<file path="config.mk">
export PLATFORM = sky130hd
export DESIGN_NAME = ic_tail
export DESIGN_NICKNAME = d
export VERILOG_FILES = /design/src/rtl/inversion_counter_macros.svh /design/src/rtl/ic_pkg.sv /design/src/rtl/ic_tail.sv
export SDC_FILE = /design/constraint.sdc
export NUM_CORES = 1
export LEC_CHECK = 0
export BUFFER_PORTS_ARGS = -buffer_cell sky130_fd_sc_hd__buf_2
export CORE_MARGIN = 5
export CORE_UTILIZATION = 45
export CTS_BUF_LIST = sky130_fd_sc_hd__clkbuf_2 sky130_fd_sc_hd__clkbuf_4 sky130_fd_sc_hd__clkbuf_8
export DETAILED_ROUTE_END_ITERATION = 6
export GPL_ROUTABILITY_DRIVEN = 1
export PLACE_DENSITY_LB_ADDON = 0.1
export SLEW_MARGIN = 20
export SYNTH_ARGS = -nofsm -noshare
export SYNTH_HDL_FRONTEND = slang
export SYNTH_SLANG_ARGS = --single-unit
</file>
<file path="constraint.sdc">
create_clock -name clk -period 2.5 [get_ports clk]
set_input_delay 0.75 -clock clk [delete_from_list [all_inputs] [get_ports clk]]
set_output_delay 0.75 -clock clk [all_outputs]
set_load 0.03 [all_outputs]
</file>
<file path="src/rtl/inversion_counter_macros.svh">
// ----------------------------------------------------------------------------
// Inversion counter assertion macros
// Shared concurrent assertion forms, clocked on clk and idle during reset.
// ----------------------------------------------------------------------------
`ifndef INVERSION_COUNTER_MACROS_SVH
`define INVERSION_COUNTER_MACROS_SVH

// The consequent must hold in the same cycle as the antecedent.
`define IC_ASSERT_IMPL(label, ante, cons, msg) \
    label: assert property (@(posedge clk) disable iff (!rst_n) (ante) |-> (cons)) \
        else $error(msg);

// The consequent must hold in the cycle after the antecedent.
`define IC_ASSERT_NEXT(label, ante, cons, msg) \
    label: assert property (@(posedge clk) disable iff (!rst_n) (ante) |=> (cons)) \
        else $error(msg);

`endif

</file>
<file path="src/rtl/ic_pkg.sv">
// ----------------------------------------------------------------------------
// Inversion counter package
// Sizes, the key encoding and the token that travels down the cell chain.
// ----------------------------------------------------------------------------
package ic_pkg;

    // Capacity of the chain, one stored value per cell.
    localparam int MAX_ELEMENTS = 1024;

    // Field widths on the ports.
    localparam int VALUE_W    = 32;
    localparam int OUT_CNT_W  = 19;
    localparam int OUT_ELEM_W = 11;

    // Per-item count of greater values seen; can reach MAX_ELEMENTS for a dropped item.
    localparam int CNT_W = $clog2(MAX_ELEMENTS + 1);

    // Element counter, at least as wide as the output field.
    localparam int ELEM_W = (CNT_W > OUT_ELEM_W) ? CNT_W : OUT_ELEM_W;

    // Running total, wide enough for every pair and one bit over the output field.
    localparam longint unsigned MAX_PAIRS =
        (longint'(MAX_ELEMENTS) * longint'(MAX_ELEMENTS - 1)) / 2;
    localparam int TOTAL_RAW = $clog2(MAX_PAIRS + 1);
    localparam int TOTAL_W   = (TOTAL_RAW > OUT_CNT_W) ? TOTAL_RAW : OUT_CNT_W + 1;

    // Flipping the sign bit turns signed order into unsigned order.
    localparam logic [VALUE_W-1:0] SIGN_FLIP = {1'b1, {(VALUE_W - 1){1'b0}}};

    // One item in flight along the chain.
    typedef struct packed {
        logic               vld;
        logic               lst;
        logic               stored;
        logic [CNT_W-1:0]   cnt;
        logic [VALUE_W-1:0] key;
    } ic_token_t;

endpackage

</file>
<file path="src/rtl/ic_tail.sv">
// ----------------------------------------------------------------------------
// Inversion counter tail
// Accumulates the totals of items leaving the chain and holds the result
// register for the output channel; also decides when the chain advances.
// ----------------------------------------------------------------------------
module ic_tail (
    input  logic                          clk,
    input  logic                          rst_n,
    input  ic_pkg::ic_token_t             tok_in,
    output logic                          advance,
    output logic                          result_valid,
    input  logic                          result_stall,
    output logic [ic_pkg::OUT_CNT_W-1:0]  inversion_count,
    output logic [ic_pkg::OUT_ELEM_W-1:0] element_count,
    output logic                          too_long
);
    import ic_pkg::*;

    logic [TOTAL_W-1:0]    total_reg;
    logic [TOTAL_W-1:0]    total_next;
    logic [ELEM_W-1:0]     elem_reg;
    logic [ELEM_W-1:0]     elem_next;
    logic                  ovf_reg;
    logic                  ovf_next;
    logic [TOTAL_W-1:0]    total_upd;
    logic [ELEM_W-1:0]     elem_upd;
    logic                  ovf_upd;
    logic                  emit;
    logic                  out_vld_reg;
    logic                  out_vld_next;
    logic [OUT_CNT_W-1:0]  out_cnt_reg;
    logic [OUT_CNT_W-1:0]  out_cnt_next;
    logic [OUT_ELEM_W-1:0] out_elem_reg;
    logic [OUT_ELEM_W-1:0] out_elem_next;
    logic                  out_long_reg;
    logic                  out_long_next;

    // Hold the chain only when a finished sequence cannot reach the result register.
    assign advance = !(tok_in.vld && tok_in.lst && out_vld_reg && result_stall);
    assign emit    = advance && tok_in.vld && tok_in.lst;

    // Fold the leaving item into the totals and build the result.
    always_comb
    begin
        total_upd = total_reg;
        elem_upd  = elem_reg;
        ovf_upd   = ovf_reg;
        if (tok_in.vld)
        begin
            if (tok_in.stored)
            begin
                total_upd = total_reg + TOTAL_W'(tok_in.cnt);
                elem_upd  = elem_reg + ELEM_W'(1);
            end
            else
            begin
                ovf_upd = 1'b1;
            end
        end

        total_next = total_reg;
        elem_next  = elem_reg;
        ovf_next   = ovf_reg;
        if (advance && tok_in.vld)
        begin
            if (tok_in.lst)
            begin
                total_next = '0;
                elem_next  = '0;
                ovf_next   = 1'b0;
            end
            else
            begin
                total_next = total_upd;
                elem_next  = elem_upd;
                ovf_next   = ovf_upd;
            end
        end

        // Saturate the total to the output field.
        if (|total_upd[TOTAL_W-1:OUT_CNT_W])
        begin
            out_cnt_next = '1;
        end
        else
        begin
            out_cnt_next = total_upd[OUT_CNT_W-1:0];
        end
        out_elem_next = elem_upd[OUT_ELEM_W-1:0];
        out_long_next = ovf_upd;

        if (emit)
        begin
            out_vld_next = 1'b1;
        end
        else if (!result_stall)
        begin
            out_vld_next = 1'b0;
        end
        else
        begin
            out_vld_next = out_vld_reg;
        end
    end

    // Control state.
    always_ff @(posedge clk or negedge rst_n)
    begin
        if (!rst_n)
        begin
            total_reg   <= '0;
            elem_reg    <= '0;
            ovf_reg     <= 1'b0;
            out_vld_reg <= 1'b0;
        end
        else
        begin
            total_reg   <= total_next;
            elem_reg    <= elem_next;
            ovf_reg     <= ovf_next;
            out_vld_reg <= out_vld_next;
        end
    end

    // Result payload, loaded on each emitted transfer.
    always_ff @(posedge clk)
    begin
        if (emit)
        begin
            out_cnt_reg  <= out_cnt_next;
            out_elem_reg <= out_elem_next;
            out_long_reg <= out_long_next;
        end
    end

    assign result_valid    = out_vld_reg;
    assign inversion_count = out_cnt_reg;
    assign element_count   = out_elem_reg;
    assign too_long        = out_long_reg;

endmodule

</file>
==> results.txt <==
----------------------------------------------------
[Run status]
  Run status ... finished clean

[Floorplanning]
  Number of core rows ... 31
  Top-level port count ... 82
  Initial cell density of the core ... 46.28%
  Die width ... 96.37 microns
  Height of the chip ... 96.37 microns
  Core area ... 7253 sq um
  Floorplan die area ... 9287 sq um

[Timing]
  Fin Clk Skew ... 0.008768 ns
  Time the worst path needs with I/O delays and setup ... 2.386 ns
  Least setup slack across all paths after layout ... 0.1142 ns
  Final hold violations ... 0
  Worst slew margin ... 46.18%
  Setup-failing EPs final ... 0
  Setup repair after global routing missed its margin ... no
  Highest achievable clock rate ... 419.2 MHz
  Max-slew violation count ... 0
  Transition at the pin with the smallest max-transition slack ... 0.8074 ns
  Post-route fraction of the period consumed by the critical path ... 95.43%

[Clocking]
  Clock insertion delay at the later pin of the skew report ... 0.34 ns
  Clk slew on worst S/H paths ... 0.07 ns
  H-tree levels ... 3
  TritonCTS sink count ... 64
  CTS tree ... yes
  Total CTS buffers ... 9
  Bufs on Longest Clock Path ... 2
  Master cell of the clock root buffer ... sky130_fd_sc_hd__clkbuf_8

[Synthesis]
  Share of the yosys chip area belonging to registers ... 52.33%
  Largest cells by area after synthesis ... sky130_fd_sc_hd__edfxtp_1 (28%), sky130_fd_sc_hd__dfrtp_1 (25%), sky130_fd_sc_hd__nand2_1 (8.2%)
  Most frequently used cell type in the post-synthesis netlist ... sky130_fd_sc_hd__nand2_1
  Number of cells produced by synthesis ... 330
  Synth Net Count ... 392
  Post-synthesis area per instance ... 10.17 sq um
  Cell types with the highest counts after synthesis ... sky130_fd_sc_hd__nand2_1 (73), sky130_fd_sc_hd__dfrtp_1 (33), sky130_fd_sc_hd__edfxtp_1 (31)
  Synth cell types ... 44
  Warnings from Yosys ... 0
  Number of synthesized flops with an enable pin ... 31
  Flops & latches, synth ... 64
  Share of the synthesized area in the top cell type ... 27.73%
  Main flop type after synthesis ... sky130_fd_sc_hd__dfrtp_1
  FFs w/ async S/R, synth ... 51.56%
  Area of the mapped netlist ... 3357 sq um
  Dominant cell type by area after synthesis ... sky130_fd_sc_hd__edfxtp_1

[Finish]
  Sequential cell area ... 1757 sq um
  Area occupied by multi-input gates ... 1555 sq um
  Final net count ... 471
  Fraction of layout instances using a drive strength above 1 ... 28.02%
  Post-route cell area ... 4183 sq um
  Area growth from synthesis to final layout ... 24.60%
  Number of non-filler instances in the completed layout ... 513
  Number of flip-flops in the largest register ... 20
  Number of antenna diodes ... 0
  Filler Cells Inserted ... 665

[Detailed routing]
  Final routed wirelength across all metal layers ... 7.589 mm
  Number of vias per cell ... 5.129
  Mean routed wirelength per cell ... 14.79 microns
  Drt drc ... 0
  Number of vias in the routed layout ... 2631
  Starting DRT DRC Count ... 132
  TritonRoute pass-1 iters ... 4
  DRT antenna net count ... 0

[Worst setup path]
  Origin of the worst setup path ... tok_in[32]
  Worst path slowest cell ... sky130_fd_sc_hd__fa_2
  Endpoint arrival time on the critical path ... 2.47 ns
  Critical path, cell by cell ... buf_2 -> ha_4 -> fa_2 -> a21o_1 -> a221oi_4 -> o21ai_2 -> a31oi_1 -> xor2_1 -> o211ai_1
  Classification of the worst setup path ... in -> reg
  Highest cell delay on the worst timing path ... 0.34 ns
  R2R Path End ... inversion_count[10]$_SDFFCE_PP1P_
  Worst setup endpoint ... inversion_count[10]$_SDFFCE_PP1P_
  Startpoint of the worst register-to-register path ... total_reg[0]$_DFFE_PN0P_
  Startpoint kind of the worst setup timing path ... input pin
  Depth of the worst register-to-register path ... 8
  Required @ worst endpoint ... 2.58 ns
  Setup slack on the worst flop-to-flop path ... 0.20 ns
  Biggest fanout along the worst timing path ... 3
  Kind of end point of the critical path ... register

[Pwr]
  Total chip power ... 0.003101 W
  Peak supply drop ... 0.0003590 V
  Power density relative to cell area ... 741.3 nW/um^2
  Pleak ... 1.862 nW

[Placement]
  Global placer's final weighted congestion ... 0.8518
  Placed wire-length estimate after detailed placement ... 5.496 mm
  Worst slack after detailed placement ... -0.2816 ns
  Port Buffer Count ... 49
  Post-detailed-placement cell area ... 3971 sq um
  Cell Count Post-Placement ... 497

[GRT]
  Number of global-route vias before repair ... 2582
  Global-route total usage across every layer ... 18.02%
  Wire length of the first global-routing pass ... 12.54 mm
  Maximum number of pins on one net before global-route repair ... 34
  Total grt overflow ... 0
  Number of antenna violations at the first check in global routing ... 0

[Flow run]
  # Max-Cap Violations ... 0

[Min path]
  Worst hold path class ... in -> async

----------------------------------------------------
-- worst min path at each step --
stage / from / end
final: rst_n / total_reg[15]$_DFFE_PN0P_
after global routing: rst_n / total_reg[15]$_DFFE_PN0P_
after CTS: rst_n / elem_reg[2]$_DFFE_PN0P_
after detailed placement: total_reg[19]$_DFFE_PN0P_ / total_reg[19]$_DFFE_PN0P_
after global placement: total_reg[19]$_DFFE_PN0P_ / total_reg[19]$_DFFE_PN0P_
after floorplan: rst_n / elem_reg[0]$_DFFE_PN0P_
-- logic make-up after synthesis --
family                   share of synthesized area, %
AND/OR/NAND/NOR                                 16.21
AO/OA/AOI/OAI                                   15.32
flip-flops                                      52.33
XOR/XNOR                                        6.783
buffers and inverters                           3.094
adder cells (fa/ha/maj)                         5.069
multiplexers                                    1.193
-- cell type report --
class | instances | area share (%)
repair buffers | 85 | 12.62
clock buffers | 9 | 2.961
clock inverters | 7 | 1.735
flip-flops and latches | 64 | 42.00
multi-input cells | 243 | 37.18
inverters | 6 | 0.5384
well taps | 99 | 2.961
-- what timing repair did --
item,in CTS,in global routing
gates resized for setup,0,2
endpoints found under the hold margin,0,0
hold buffers,0,0
buffers inserted,0,0
endpoints found under the setup margin,0,1
-- critical path: cells and delay by family --
| kind | cells | cell delay [ns] |
|---|---|---|
| buffers and inverters | 1 | 0.11 |
| adder cells (fa/ha/maj) | 2 | 0.50 |
| XOR/XNOR | 1 | 0.21 |
| AO/OA/AOI/OAI | 5 | 0.90 |
-- through the flow --
step,util [%],TNS [ns],hold slack (ns)
6_report,57.67,0,0.4981
3_3_place_gp,54.75,-4.125,0.4889
4_1_cts,57.46,0,0.5162
2_1_floorplan,-,-0.05949,0.4544
5_1_grt,57.67,0,0.5512
3_5_place_dp,54.75,-4.345,0.4994
-- report_power, final --
group | switching [W] | internal (W) | leakage [nW]
clock | 0.000427 | 0.000460 | 0.0952
combinational | 0.000508 | 0.000410 | 1.02
sequential | 0.0000689 | 0.00123 | 0.749
total | 0.00100 | 0.00210 | 1.86
-- per-layer routing --
layer	GRT usage [%]	wire length, microns
met5	0	0
met2	26.80	3343
met3	4.570	442
met4	6.192	77
met1	25.64	3725
-- cell usage in the layout (no fill, tap or decap), types with 6 or more instances in the layout --
cell type / n
sky130_fd_sc_hd__a21oi_1: 11
sky130_fd_sc_hd__buf_2: 49
sky130_fd_sc_hd__buf_4: 35
sky130_fd_sc_hd__clkbuf_8: 9
sky130_fd_sc_hd__dfrtp_1: 33
sky130_fd_sc_hd__edfxtp_1: 31
sky130_fd_sc_hd__ha_1: 10
sky130_fd_sc_hd__inv_1: 6
sky130_fd_sc_hd__nand2_1: 73
sky130_fd_sc_hd__nand3_1: 12
sky130_fd_sc_hd__nor2_1: 14
sky130_fd_sc_hd__o211ai_1: 10
sky130_fd_sc_hd__o21ai_0: 12
sky130_fd_sc_hd__o21ai_1: 10
sky130_fd_sc_hd__xnor2_1: 19
sky130_fd_sc_hd__xor2_1: 7
(Power assumes the default switching activity.)
