File: src/rtl/inversion_counter_macros.svh
// ----------------------------------------------------------------------------
// Inversion counter assertion macros
// Shared concurrent assertion forms, clocked on clk and idle during reset.
// ----------------------------------------------------------------------------
`ifndef INVERSION_COUNTER_MACROS_SVH
`define INVERSION_COUNTER_MACROS_SVH

// The consequent must hold in the same cycle as the antecedent.
`define IC_ASSERT_IMPL(label, ante, cons, msg) \
    label: assert property (@(posedge clk) disable iff (!rst_n) (ante) |-> (cons)) \
        else $error(msg);

// The consequent must hold in the cycle after the antecedent.
`define IC_ASSERT_NEXT(label, ante, cons, msg) \
    label: assert property (@(posedge clk) disable iff (!rst_n) (ante) |=> (cons)) \
        else $error(msg);

`endif

File: src/rtl/ic_pkg.sv
// ----------------------------------------------------------------------------
// Inversion counter package
// Sizes, the key encoding and the token that travels down the cell chain.
// ----------------------------------------------------------------------------
package ic_pkg;

    // Capacity of the chain, one stored value per cell.
    localparam int MAX_ELEMENTS = 1024;

    // Field widths on the ports.
    localparam int VALUE_W    = 32;
    localparam int OUT_CNT_W  = 19;
    localparam int OUT_ELEM_W = 11;

    // Per-item count of greater values seen; can reach MAX_ELEMENTS for a dropped item.
    localparam int CNT_W = $clog2(MAX_ELEMENTS + 1);

    // Element counter, at least as wide as the output field.
    localparam int ELEM_W = (CNT_W > OUT_ELEM_W) ? CNT_W : OUT_ELEM_W;

    // Running total, wide enough for every pair and one bit over the output field.
    localparam longint unsigned MAX_PAIRS =
        (longint'(MAX_ELEMENTS) * longint'(MAX_ELEMENTS - 1)) / 2;
    localparam int TOTAL_RAW = $clog2(MAX_PAIRS + 1);
    localparam int TOTAL_W   = (TOTAL_RAW > OUT_CNT_W) ? TOTAL_RAW : OUT_CNT_W + 1;

    // Flipping the sign bit turns signed order into unsigned order.
    localparam logic [VALUE_W-1:0] SIGN_FLIP = {1'b1, {(VALUE_W - 1){1'b0}}};

    // One item in flight along the chain.
    typedef struct packed {
        logic               vld;
        logic               lst;
        logic               stored;
        logic [CNT_W-1:0]   cnt;
        logic [VALUE_W-1:0] key;
    } ic_token_t;

endpackage

File: src/rtl/ic_cell.sv
// ----------------------------------------------------------------------------
// Inversion counter cell
// Holds one stored key, compares the passing item against it, stores an
// unstored item if the cell is free, and forwards the item to the next cell.
// ----------------------------------------------------------------------------
module ic_cell (
    input  logic             clk,
    input  logic             rst_n,
    input  logic             advance,
    input  ic_pkg::ic_token_t tok_in,
    output ic_pkg::ic_token_t tok_out
);
    import ic_pkg::*;

    logic               occ_reg;
    logic               occ_next;
    logic [VALUE_W-1:0] value_reg;
    logic [VALUE_W-1:0] value_next;
    logic               vld_reg;
    logic               lst_reg;
    logic               stored_reg;
    logic [CNT_W-1:0]   cnt_reg;
    logic [VALUE_W-1:0] key_reg;
    ic_token_t          tok_next;
    logic               greater;
    logic               store_here;

    // Compare against the stored key and decide whether the item lands here.
    always_comb
    begin
        greater    = tok_in.vld && occ_reg && (value_reg > tok_in.key);
        store_here = tok_in.vld && !tok_in.stored && !occ_reg;

        tok_next        = tok_in;
        tok_next.cnt    = tok_in.cnt + CNT_W'(greater);
        tok_next.stored = tok_in.stored || store_here;

        // The last item of a sequence empties each cell behind it.
        occ_next   = occ_reg;
        value_next = value_reg;
        if (tok_in.vld)
        begin
            if (tok_in.lst)
            begin
                occ_next = 1'b0;
            end
            else if (store_here)
            begin
                occ_next = 1'b1;
            end
        end
        if (store_here)
        begin
            value_next = tok_in.key;
        end
    end

    // Control state: occupancy and the forwarded valid bit.
    always_ff @(posedge clk or negedge rst_n)
    begin
        if (!rst_n)
        begin
            occ_reg <= 1'b0;
            vld_reg <= 1'b0;
        end
        else if (advance)
        begin
            occ_reg <= occ_next;
            vld_reg <= tok_next.vld;
        end
    end

    // Payload registers.
    always_ff @(posedge clk)
    begin
        if (advance)
        begin
            value_reg  <= value_next;
            lst_reg    <= tok_next.lst;
            stored_reg <= tok_next.stored;
            cnt_reg    <= tok_next.cnt;
            key_reg    <= tok_next.key;
        end
    end

    assign tok_out = {vld_reg, lst_reg, stored_reg, cnt_reg, key_reg};

endmodule

File: config.mk
export PLATFORM = sky130hd
export DESIGN_NAME = ic_cell
export DESIGN_NICKNAME = d
export VERILOG_FILES = /design/src/rtl/inversion_counter_macros.svh /design/src/rtl/ic_pkg.sv /design/src/rtl/ic_cell.sv
export SDC_FILE = /design/constraint.sdc
export NUM_CORES = 1
export LEC_CHECK = 0
export ABC_AREA = 1
export BUFFER_PORTS_ARGS = -buffer_cell sky130_fd_sc_hd__clkbuf_2
export CAP_MARGIN = 40
export CORE_MARGIN = 4
export CORE_UTILIZATION = 35
export DETAILED_ROUTE_END_ITERATION = 6
export GPL_TIMING_DRIVEN = 0
export PLACE_DENSITY = 0.58
export SYNTH_ARGS = -nofsm -noshare
export SYNTH_HDL_FRONTEND = slang
export SYNTH_SLANG_ARGS = --single-unit
File: constraint.sdc
create_clock -name clk -period 2.61 [get_ports clk]
set_input_delay 0.1305 -clock clk [delete_from_list [all_inputs] [get_ports clk]]
set_output_delay 0.1305 -clock clk [all_outputs]
set_load 0.01 [all_outputs]
==> impl_metrics.json, run 1 <==
{
  "layoutNonFillerInstCount": 548,
  "cts_tree": "done",
  "min_path_type": "input port to flop",
  "rsz0062_at_grt": "yes",
  "yosys-mux-area-fraction_pct": 0,
  "clockRootBuffer": "clkbuf_8",
  "die_y_um": 108,
  "yosys.area_share.xor_xnor_pct": 2.26,
  "num_vias": 2362,
  "clock.fmax_mhz": 389,
  "ios": 95,
  "synth_compound_area_share_pct": 3.44,
  "worst_ep_required_time_ns": 2.71,
  "yosys.area_share.simple_pct": 8.39,
  "max_stage_delay_ns": 0.41,
  "synth_fa_ha_area_share_pct": 12.2,
  "viasPerCell": 4.31,
  "end_kind": "flop",
  "cp.arrival_ns": 2.67,
  "cpLargestDelayFamily": "simple AND/OR/NAND/NOR gates",
  "grt.overflow.total": 0,
  "drv_slew": 0,
  "power.leakage_uw": 0.00225,
  "dieWidth_um": 108,
  "drtAntennaViolNets": 0,
  "period_minus_slack_ns": 2.57,
  "synthFlopType": "edfxtp_1",
  "synth_area_leaders": "edfxtp_1 66%, ha_1 12%, inv_1 5.4%",
  "crit_path_max_fanout": 2,
  "postSynthCellCount": 262,
  "grt_use_total_pct": 12.5,
  "synth-seq-cells": 79,
  "syn_area_mm2": 0.00349,
  "yosysMostFrequentCell": "edfxtp_1",
  "syn_nets": 345,
  "route.detailed.drc": 0,
  "hold_violations": 0,
  "finClkSkew_ns": 0.0117,
  "rows": 36,
  "grt_pass1_vias": 2459,
  "yosysTopAreaCell": "edfxtp_1",
  "async_flop_share_pct": 2.53,
  "cts_inserted_buffers": 9,
  "gp_congestion": 0.721,
  "dr.pass1.iters": 4,
  "post-place-cells": 491,
  "timing.final.ws_setup_ns": 0.0396,
  "worst_slew_pin_slew_ns": 0.693,
  "drive_above_1_share_pct": 36.6,
  "drt_iter0_drc": 57,
  "slew_headroom_pct": 53.8,
  "placed_area_mm2": 0.00419,
  "nets": 494,
  "drt-total-wl_um": 7000,
  "insertedDiodeCount": 0,
  "powerDensity_mw_per_mm2": 573,
  "ir_worst_vdd_mv": 0.233,
  "synth_edf_count": 77,
  "ys_types": 19,
  "synth_top_family_by_area": "adder cells",
  "crit_chain": "ha_4 -> nand2_4 -> nor2_4 -> nand4_1 -> nor2_4 -> nand2_2 -> a21oi_4 -> ha_4 -> and3_4 -> nand2_4 -> nor3_4 -> nand3_1 -> xor2_1",
  "clock-sinks": 79,
  "core_mm2": 0.00973,
  "start_util_pct": 35.9,
  "crit_slowest_cell": "edfxtp_1",
  "antenna_found_initial": 0,
  "wl_per_cell_um": 12.8,
  "outcome": "finished, final reports clean",
  "cap_violations": 0,
  "yosysWarningCount": 0,
  "grt_max_degree": 25,
  "startpoint_type": "flop",
  "setup_viol": 0,
  "clockBufferDepth": 2,
  "synth_top_area_share_pct": 66.3,
  "ys_seq_area_share_pct": 67.7,
  "dp_slack_ns": -0.251,
  "insertion_delay_ns": 0.34,
  "clkTransAtPathRegs_ns": 0.08,
  "grt_pass1_wl_um": 11200,
  "htreeDepth": 3,
  "port_buffers": 94,
  "critPathKind": "flop to flop",
  "cp.buffers_inverters": 0,
  "layout_worst_path_cycle_share_pct": 98.5,
  "dp.final_hpwl_um": 4760,
  "syn_to_final_growth_pct": 44.9,
  "stdcell_area_mm2": 0.00505,
  "avgSynthCellArea_um2": 13.3,
  "die_area_mm2": 0.0116,
  "yosys-top-cells-count": "77 x edfxtp_1, 50 x inv_1, 43 x nand2_1"
}
-- kinds of logic after synthesis --
| group | Yosys count |
|---|---|
| adders and majority gates | 34 |
| buffers and inverters | 53 |
| DFF | 79 |
| AOI/OAI and AO/OA | 22 |
| xor gates and xnor gates | 9 |
| and+or+nand+nor | 65 |
-- power breakdown --
group	internal, µW	switching (µW)
combinational	168	184
sequential	1470	22.5
clock	625	426
-- through the flow --
stage               hold slack (ns)  total power, µW  TNS (ns)  util (%)
detailed placement          -0.0673             1800    -0.590      43.1
global placement            -0.0673             1790    -44.49      42.4
CTS                         0.00113             2920   -0.0679      50.1
finish                       0.0218             2900         0      52.0
floorplan                    -0.165             1650         0         -
global route                 0.0175             3040    -0.308      52.0
-- final timing paths --
check	cells past startpoint	startpoint	slack (ns)	to
setup / recovery	13	value_reg[23]	0.04	cnt_reg[9]
hold / removal	1	tok_in[25]	0.02	key_reg[25]
setup reg to reg	13	value_reg[23]	0.04	cnt_reg[9]
hold reg to reg	2	vld_reg	0.55	vld_reg
max in group asynchronous	2	rst_n	2.39	occ_reg
min in group asynchronous	2	rst_n	0.11	vld_reg
-- repair_timing --
item	in CTS	in global routing
cloned	0	0
buffers inserted	3	3
hold endpoints to repair	63	0
gates resized for setup	16	23
hold buffers	36	0
endpoints found under the setup margin	4	5
pin swaps	4	9
-- area by class of cell --
cell class / count / area [µm²]
clock inverters: 5 / 97.6
inverters: 50 / 188
plain buffers: 3 / 22.5
multi-input cells: 130 / 1160
fillers: 887 / 4670
well taps: 133 / 166
clock buffers: 10 / 128
repair buffers: 138 / 931
flip-flops and latches: 79 / 2360
-- routing by layer --
layer / wire length (µm) / vias to the layer above / share of wire [%] / track usage, %
met3: 502 / 7 / 7.2 / 3.54
met2: 3460 / 64 / 49 / 20.7
met4: 63 / 0 / 0.90 / 5.41
li1: - / 1186 / - / -
met5: 0 / - / 0 / 0
met1: 2970 / 1105 / 42 / 15.2
-- placed cells by master, fill, tap and decap left out, drive strengths merged --
master	netlist	routed
clkbuf	0	104
edfxtp	77	77
inv	50	50
nand2	43	43
dlygate4sd3	0	36
ha	34	34
a21oi	15	15
buf	3	11
nor2	11	11
xor2	9	9
nand3	5	5
o21ai	3	3
bufinv	0	3
nor3	3	3
nand4	2	2
o21a	2	2
clkinv	0	2
dfrtp	2	2
a21o	1	1
and3	1	1
a22oi	1	1
(Power assumes the default switching activity.)
==> inputs of run 2 (changes only) <==
- CTS_BUF_LIST: unset -> sky130_fd_sc_hd__clkbuf_16
- TNS_END_PERCENT: unset -> 1
==> impl_metrics.json, run 2 (synthesis gave the netlist of run 1 again) <==
{
  "wl_per_cell_um": 12.4,
  "core_mm2": 0.00973,
  "clock.fmax_mhz": 363,
  "hold_violations": 0,
  "num_vias": 2188,
  "p_sw_uw": 651,
  "clockBufferDepth": 2,
  "dr.pass1.iters": 4,
  "drv_slew": 0,
  "end_kind": "flop",
  "timing.final.ws_setup_ns": -0.144,
  "violations": "setup timing",
  "rows": 36,
  "placed_area_mm2": 0.00419,
  "startpoint_type": "flop",
  "regArea_mm2": 0.00236,
  "fill_cells": 918,
  "worst_slew_pin_slew_ns": 0.656,
  "grt_use_total_pct": 11.4,
  "cts_tree": "done",
  "outcome": "finished, violations left",
  "clockRootBuffer": "clkbuf_16",
  "critPathKind": "flop to flop",
  "port_buffers": 94,
  "crit_path_max_fanout": 2,
  "nets": 460,
  "period_minus_slack_ns": 2.75,
  "drt-total-wl_um": 6380,
  "power.share.switching_pct": 20.5,
  "cap_violations": 0,
  "final_common_cell": "clkbuf_2",
  "powerDensity_mw_per_mm2": 675,
  "grt_pass1_wl_um": 10100,
  "p_seq_share_pct": 47.1,
  "cp.arrival_ns": 2.83,
  "fin_hold_ws_ns": 0.0154,
  "insertion_delay_ns": 0.32,
  "grt_max_degree": 25,
  "layout_worst_path_cycle_share_pct": 106,
  "die_area_mm2": 0.0116,
  "power.leakage_uw": 0.00214,
  "setup_tns_ns": -0.214,
  "p_int_uw": 2520,
  "drt_iter0_drc": 64,
  "stdcell_area_mm2": 0.00470,
  "viasPerCell": 4.26,
  "ir_worst_vdd_mv": 0.272,
  "finClkSkew_ns": 0.00535,
  "min_path_type": "input port to flop",
  "grt_pass1_vias": 2235,
  "gp_congestion": 0.721,
  "setup_viol": 3,
  "grt.overflow.total": 0,
  "syn_to_final_growth_pct": 34.8,
  "start_util_pct": 35.9,
  "clock-sinks": 79,
  "antenna_found_initial": 0,
  "dp.final_hpwl_um": 4760,
  "dieWidth_um": 108,
  "worst_ep_required_time_ns": 2.69,
  "die_y_um": 108,
  "drive_above_1_share_pct": 35.4,
  "fin_util_pct": 48.4,
  "htreeDepth": 3,
  "cts_inserted_buffers": 9,
  "p_comb_share_pct": 9.4,
  "slew_headroom_pct": 56.3,
  "clkTransAtPathRegs_ns": 0.06,
  "ios": 95,
  "route.detailed.drc": 0,
  "layout_common_cells": "94 x clkbuf_2, 77 x edfxtp_1, 51 x inv_1",
  "clock_power_share_pct": 43.5,
  "rsz0062_at_grt": "yes",
  "drtAntennaViolNets": 0,
  "dp_slack_ns": -0.251,
  "multi_input_comb_area_mm2": 0.00104,
  "insertedDiodeCount": 0
}
run 2: power by group through the flow:
stage	clock, µW	combinational [µW]	sequential [µW]
detailed placement	0	283	1520
global placement	0	267	1520
global route	1480	342	1500
floorplan	0	99.2	1550
CTS	1410	289	1500
finish	1380	299	1500
run 2: final timing paths:
| path | start | cells past startpoint | to | slack, ns |
|---|---|---|---|---|
| min in group asynchronous | rst_n | 2 | occ_reg | 0.13 |
| worst min register to register | vld_reg | 2 | vld_reg | 0.54 |
| worst max-delay path | value_reg[20] | 14 | cnt_reg[10] | -0.14 |
| worst max register to register | value_reg[20] | 14 | cnt_reg[10] | -0.14 |
| worst min-delay path | tok_in[31] | 1 | value_reg[31] | 0.02 |
| max in group asynchronous | rst_n | 2 | vld_reg | 2.37 |
run 2: area by class of cell:
type                            count  area share [%]
Inverter                           50            3.99
Timing Repair Buffer              104            12.7
Tap cell                          133            3.54
Multi-Input combinational cell    130            22.1
Sequential cell                    79            50.2
Clock inverter                      6            2.15
Clock buffer                        9            4.79
Buffer                              3           0.479
run 2: stage by stage:
stage	total power, µW	instances
floorplan	1650	262
global placement	1790	489
detailed placement	1800	491
CTS	3200	510
global route	3320	514
finish	3170	514
run 2: layer usage:
metal  track usage [%]  wire length [µm]  vias up
met3              3.84               486        5
met2              18.3              3050       62
li1                  -                 -     1119
met4              5.68                74        0
met5                 0                 0        -
met1              13.7              2770     1002
run 2: critical path, stage by stage, from the launching register on:
cell	delay, ns
edfxtp_1	0.37
ha_1	0.33
nand2_4	0.06
nor2_4	0.10
nand4_1	0.11
nor2_2	0.16
nand2_1	0.08
a21oi_2	0.21
ha_2	0.24
ha_4	0.16
nand3_4	0.10
nor3_4	0.20
nand3_2	0.12
nor3_2	0.18
xor2_1	0.08
run 2: repair_timing:
| item | in CTS | in global routing |
|---|---|---|
| gates resized for setup | 2 | 17 |
| hold buffers | 4 | 1 |
| setup endpoints to repair | 4 | 5 |
| pin swaps | 0 | 16 |
| setup buffers | 0 | 3 |
| endpoints found under the hold margin | 7 | 2 |
==> inputs of run 3 (changes only) <==
- PLACE_DENSITY: 0.58 -> unset
- SLEW_MARGIN: unset -> 0
==> impl_metrics.json, run 3 (synthesis gave the netlist of run 1 again) <==
{
  "powerDensity_mw_per_mm2": 667,
  "insertedDiodeCount": 0,
  "antenna_found_initial": 0,
  "htreeDepth": 3,
  "drt-total-wl_um": 5930,
  "grt.overflow.total": 0,
  "drtAntennaViolNets": 0,
  "dp.final_hpwl_um": 4540,
  "layout_worst_path_cycle_share_pct": 100,
  "cap_violations": 0,
  "violations": "setup timing",
  "clock-sinks": 79,
  "clkTransAtPathRegs_ns": 0.06,
  "cts_tree": "done",
  "drive_above_1_share_pct": 32.1,
  "ir_worst_vdd_mv": 0.273,
  "start_util_pct": 35.9,
  "gp_congestion": 0.702,
  "port_buffers": 94,
  "power.share.switching_pct": 20.6,
  "clock.fmax_mhz": 382,
  "timing.final.ws_setup_ns": -0.00616,
  "setup_tns_ns": -0.00616,
  "worst_ep_required_time_ns": 2.68,
  "die_y_um": 108,
  "setup_viol": 1,
  "cp.arrival_ns": 2.68,
  "die_area_mm2": 0.0116,
  "layout_common_cells": "94 x clkbuf_2, 77 x edfxtp_1, 52 x inv_1",
  "insertion_delay_ns": 0.32,
  "p_seq_share_pct": 49.0,
  "slew_headroom_pct": 55.5,
  "dr.pass1.iters": 4,
  "cts_inserted_buffers": 9,
  "clockBufferDepth": 2,
  "worst_slew_pin_slew_ns": 0.668,
  "route.detailed.drc": 0,
  "regToRegEndpoint": "cnt_reg[10]",
  "drt_iter0_drc": 54,
  "fin_util_pct": 46.9,
  "nets": 458,
  "hold_start": "tok_in[10]",
  "p_sw_uw": 628,
  "wl_per_cell_um": 11.6,
  "startpoint_type": "flop",
  "min_to": "key_reg[10]",
  "min_delay_path_depth": 1,
  "drv_slew": 0,
  "clock_power_share_pct": 41.7,
  "rsz0062_at_grt": "yes",
  "dieWidth_um": 108,
  "fill_cells": 921,
  "final_common_cell": "clkbuf_2",
  "finClkSkew_ns": 0.00557,
  "layoutNonFillerInstCount": 513,
  "end_kind": "flop",
  "power.leakage_uw": 0.00212,
  "num_vias": 2142,
  "grt_pass1_wl_um": 9590,
  "dp_slack_ns": -0.253,
  "grt_use_total_pct": 10.8,
  "grt_pass1_vias": 2093,
  "viasPerCell": 4.18,
  "crit_path_max_fanout": 2,
  "clockRootBuffer": "clkbuf_16",
  "period_minus_slack_ns": 2.62,
  "p_int_uw": 2420,
  "hold_violations": 0,
  "syn_to_final_growth_pct": 30.9,
  "outcome": "finished, violations left",
  "critPathKind": "flop to flop",
  "grt_max_degree": 25,
  "min_path_type": "input port to flop",
  "rows": 36,
  "r2r_start": "value_reg[15]",
  "rr_worst_depth": 16,
  "r2r_slack_ns": -0.006,
  "ios": 95,
  "post-place-cells": 491,
  "p_comb_share_pct": 9.2,
  "core_mm2": 0.00973
}
-- run 3: cell count changes in the layout (fill, tap and decap cells not counted), sizes merged --
cell         change
buf              -3
bufinv           -1
clkinv           +1
dlygate4sd3      +1
inv              +1
-- run 3: stage by stage --
stage / hold slack (ns) / total power (µW) / instance area, µm²
after global placement: -0.0702 / 1790 / 4130
after detailed placement: -0.0686 / 1800 / 4190
after CTS: 0.000597 / 3100 / 4550
final: 0.0117 / 3050 / 4570
after floorplan: -0.165 / 1650 / 3490
after global routing: 0.00242 / 3190 / 4570
-- run 3: power by group through the flow --
stage / registers, µW / logic, µW / clock network (µW)
2_1_floorplan: 1550 / 99.2 / 0
3_3_place_gp: 1520 / 267 / 0
3_5_place_dp: 1520 / 280 / 0
4_1_cts: 1500 / 288 / 1310
5_1_grt: 1500 / 323 / 1370
6_report: 1490 / 281 / 1270
-- run 3: what timing repair did --
| action | in CTS | in global routing |
|---|---|---|
| gates cloned | 0 | 0 |
| pin swaps | 0 | 0 |
| buffers inserted | 0 | 0 |
| hold buffers | 5 | 1 |
| gates resized for setup | 3 | 1 |
| hold endpoints to repair | 9 | 2 |
| setup endpoints to repair | 3 | 5 |
-- run 3: how the worst max path moves through the flow --
stage | slack, ns | cells after the start | start | end
after global routing | -0.30 | 14 | value_reg[31] | cnt_reg[10]
after global placement | -1.35 | 5 | advance | value_reg[25]
after floorplan | 0.25 | 14 | value_reg[31] | cnt_reg[10]
after CTS | -0.12 | 14 | value_reg[23] | cnt_reg[10]
after detailed placement | -0.25 | 14 | value_reg[23] | cnt_reg[10]
final | -0.006 | 16 | value_reg[15] | cnt_reg[10]
-- run 3: layout make-up --
cell class	instances	area [µm²]	area share [%]
buffer	3	22.5	0.493
clock buffer	9	225	4.93
clock inverter	7	81.3	1.78
inverter	50	188	4.11
multi-input combinational	130	936	20.5
sequential	79	2360	51.7
tap	133	166	3.64
timing repair buffer	102	586	12.8
-- run 3: worst max-delay path, cell delays in order (launching register included) --
cell	delay [ns]
edfxtp_1	0.36
ha_1	0.30
nand2_1	0.06
nor2_1	0.15
nand2_1	0.11
inv_1	0.06
nand2_1	0.05
nand2_1	0.06
nand2_1	0.06
a21oi_2	0.16
ha_1	0.19
ha_2	0.20
nand3_2	0.11
nor3_4	0.16
nand3_2	0.11
nor3_2	0.13
xor2_1	0.09
-- run 3: layer usage --
| layer | track usage [%] | vias up | wire [µm] |
|---|---|---|---|
| li1 | - | 1117 | - |
| met1 | 13.8 | 956 | 2740 |
| met2 | 16.5 | 60 | 2660 |
| met3 | 3.30 | 9 | 410 |
| met4 | 5.68 | 0 | 114 |
| met5 | 0 | - | 0 |
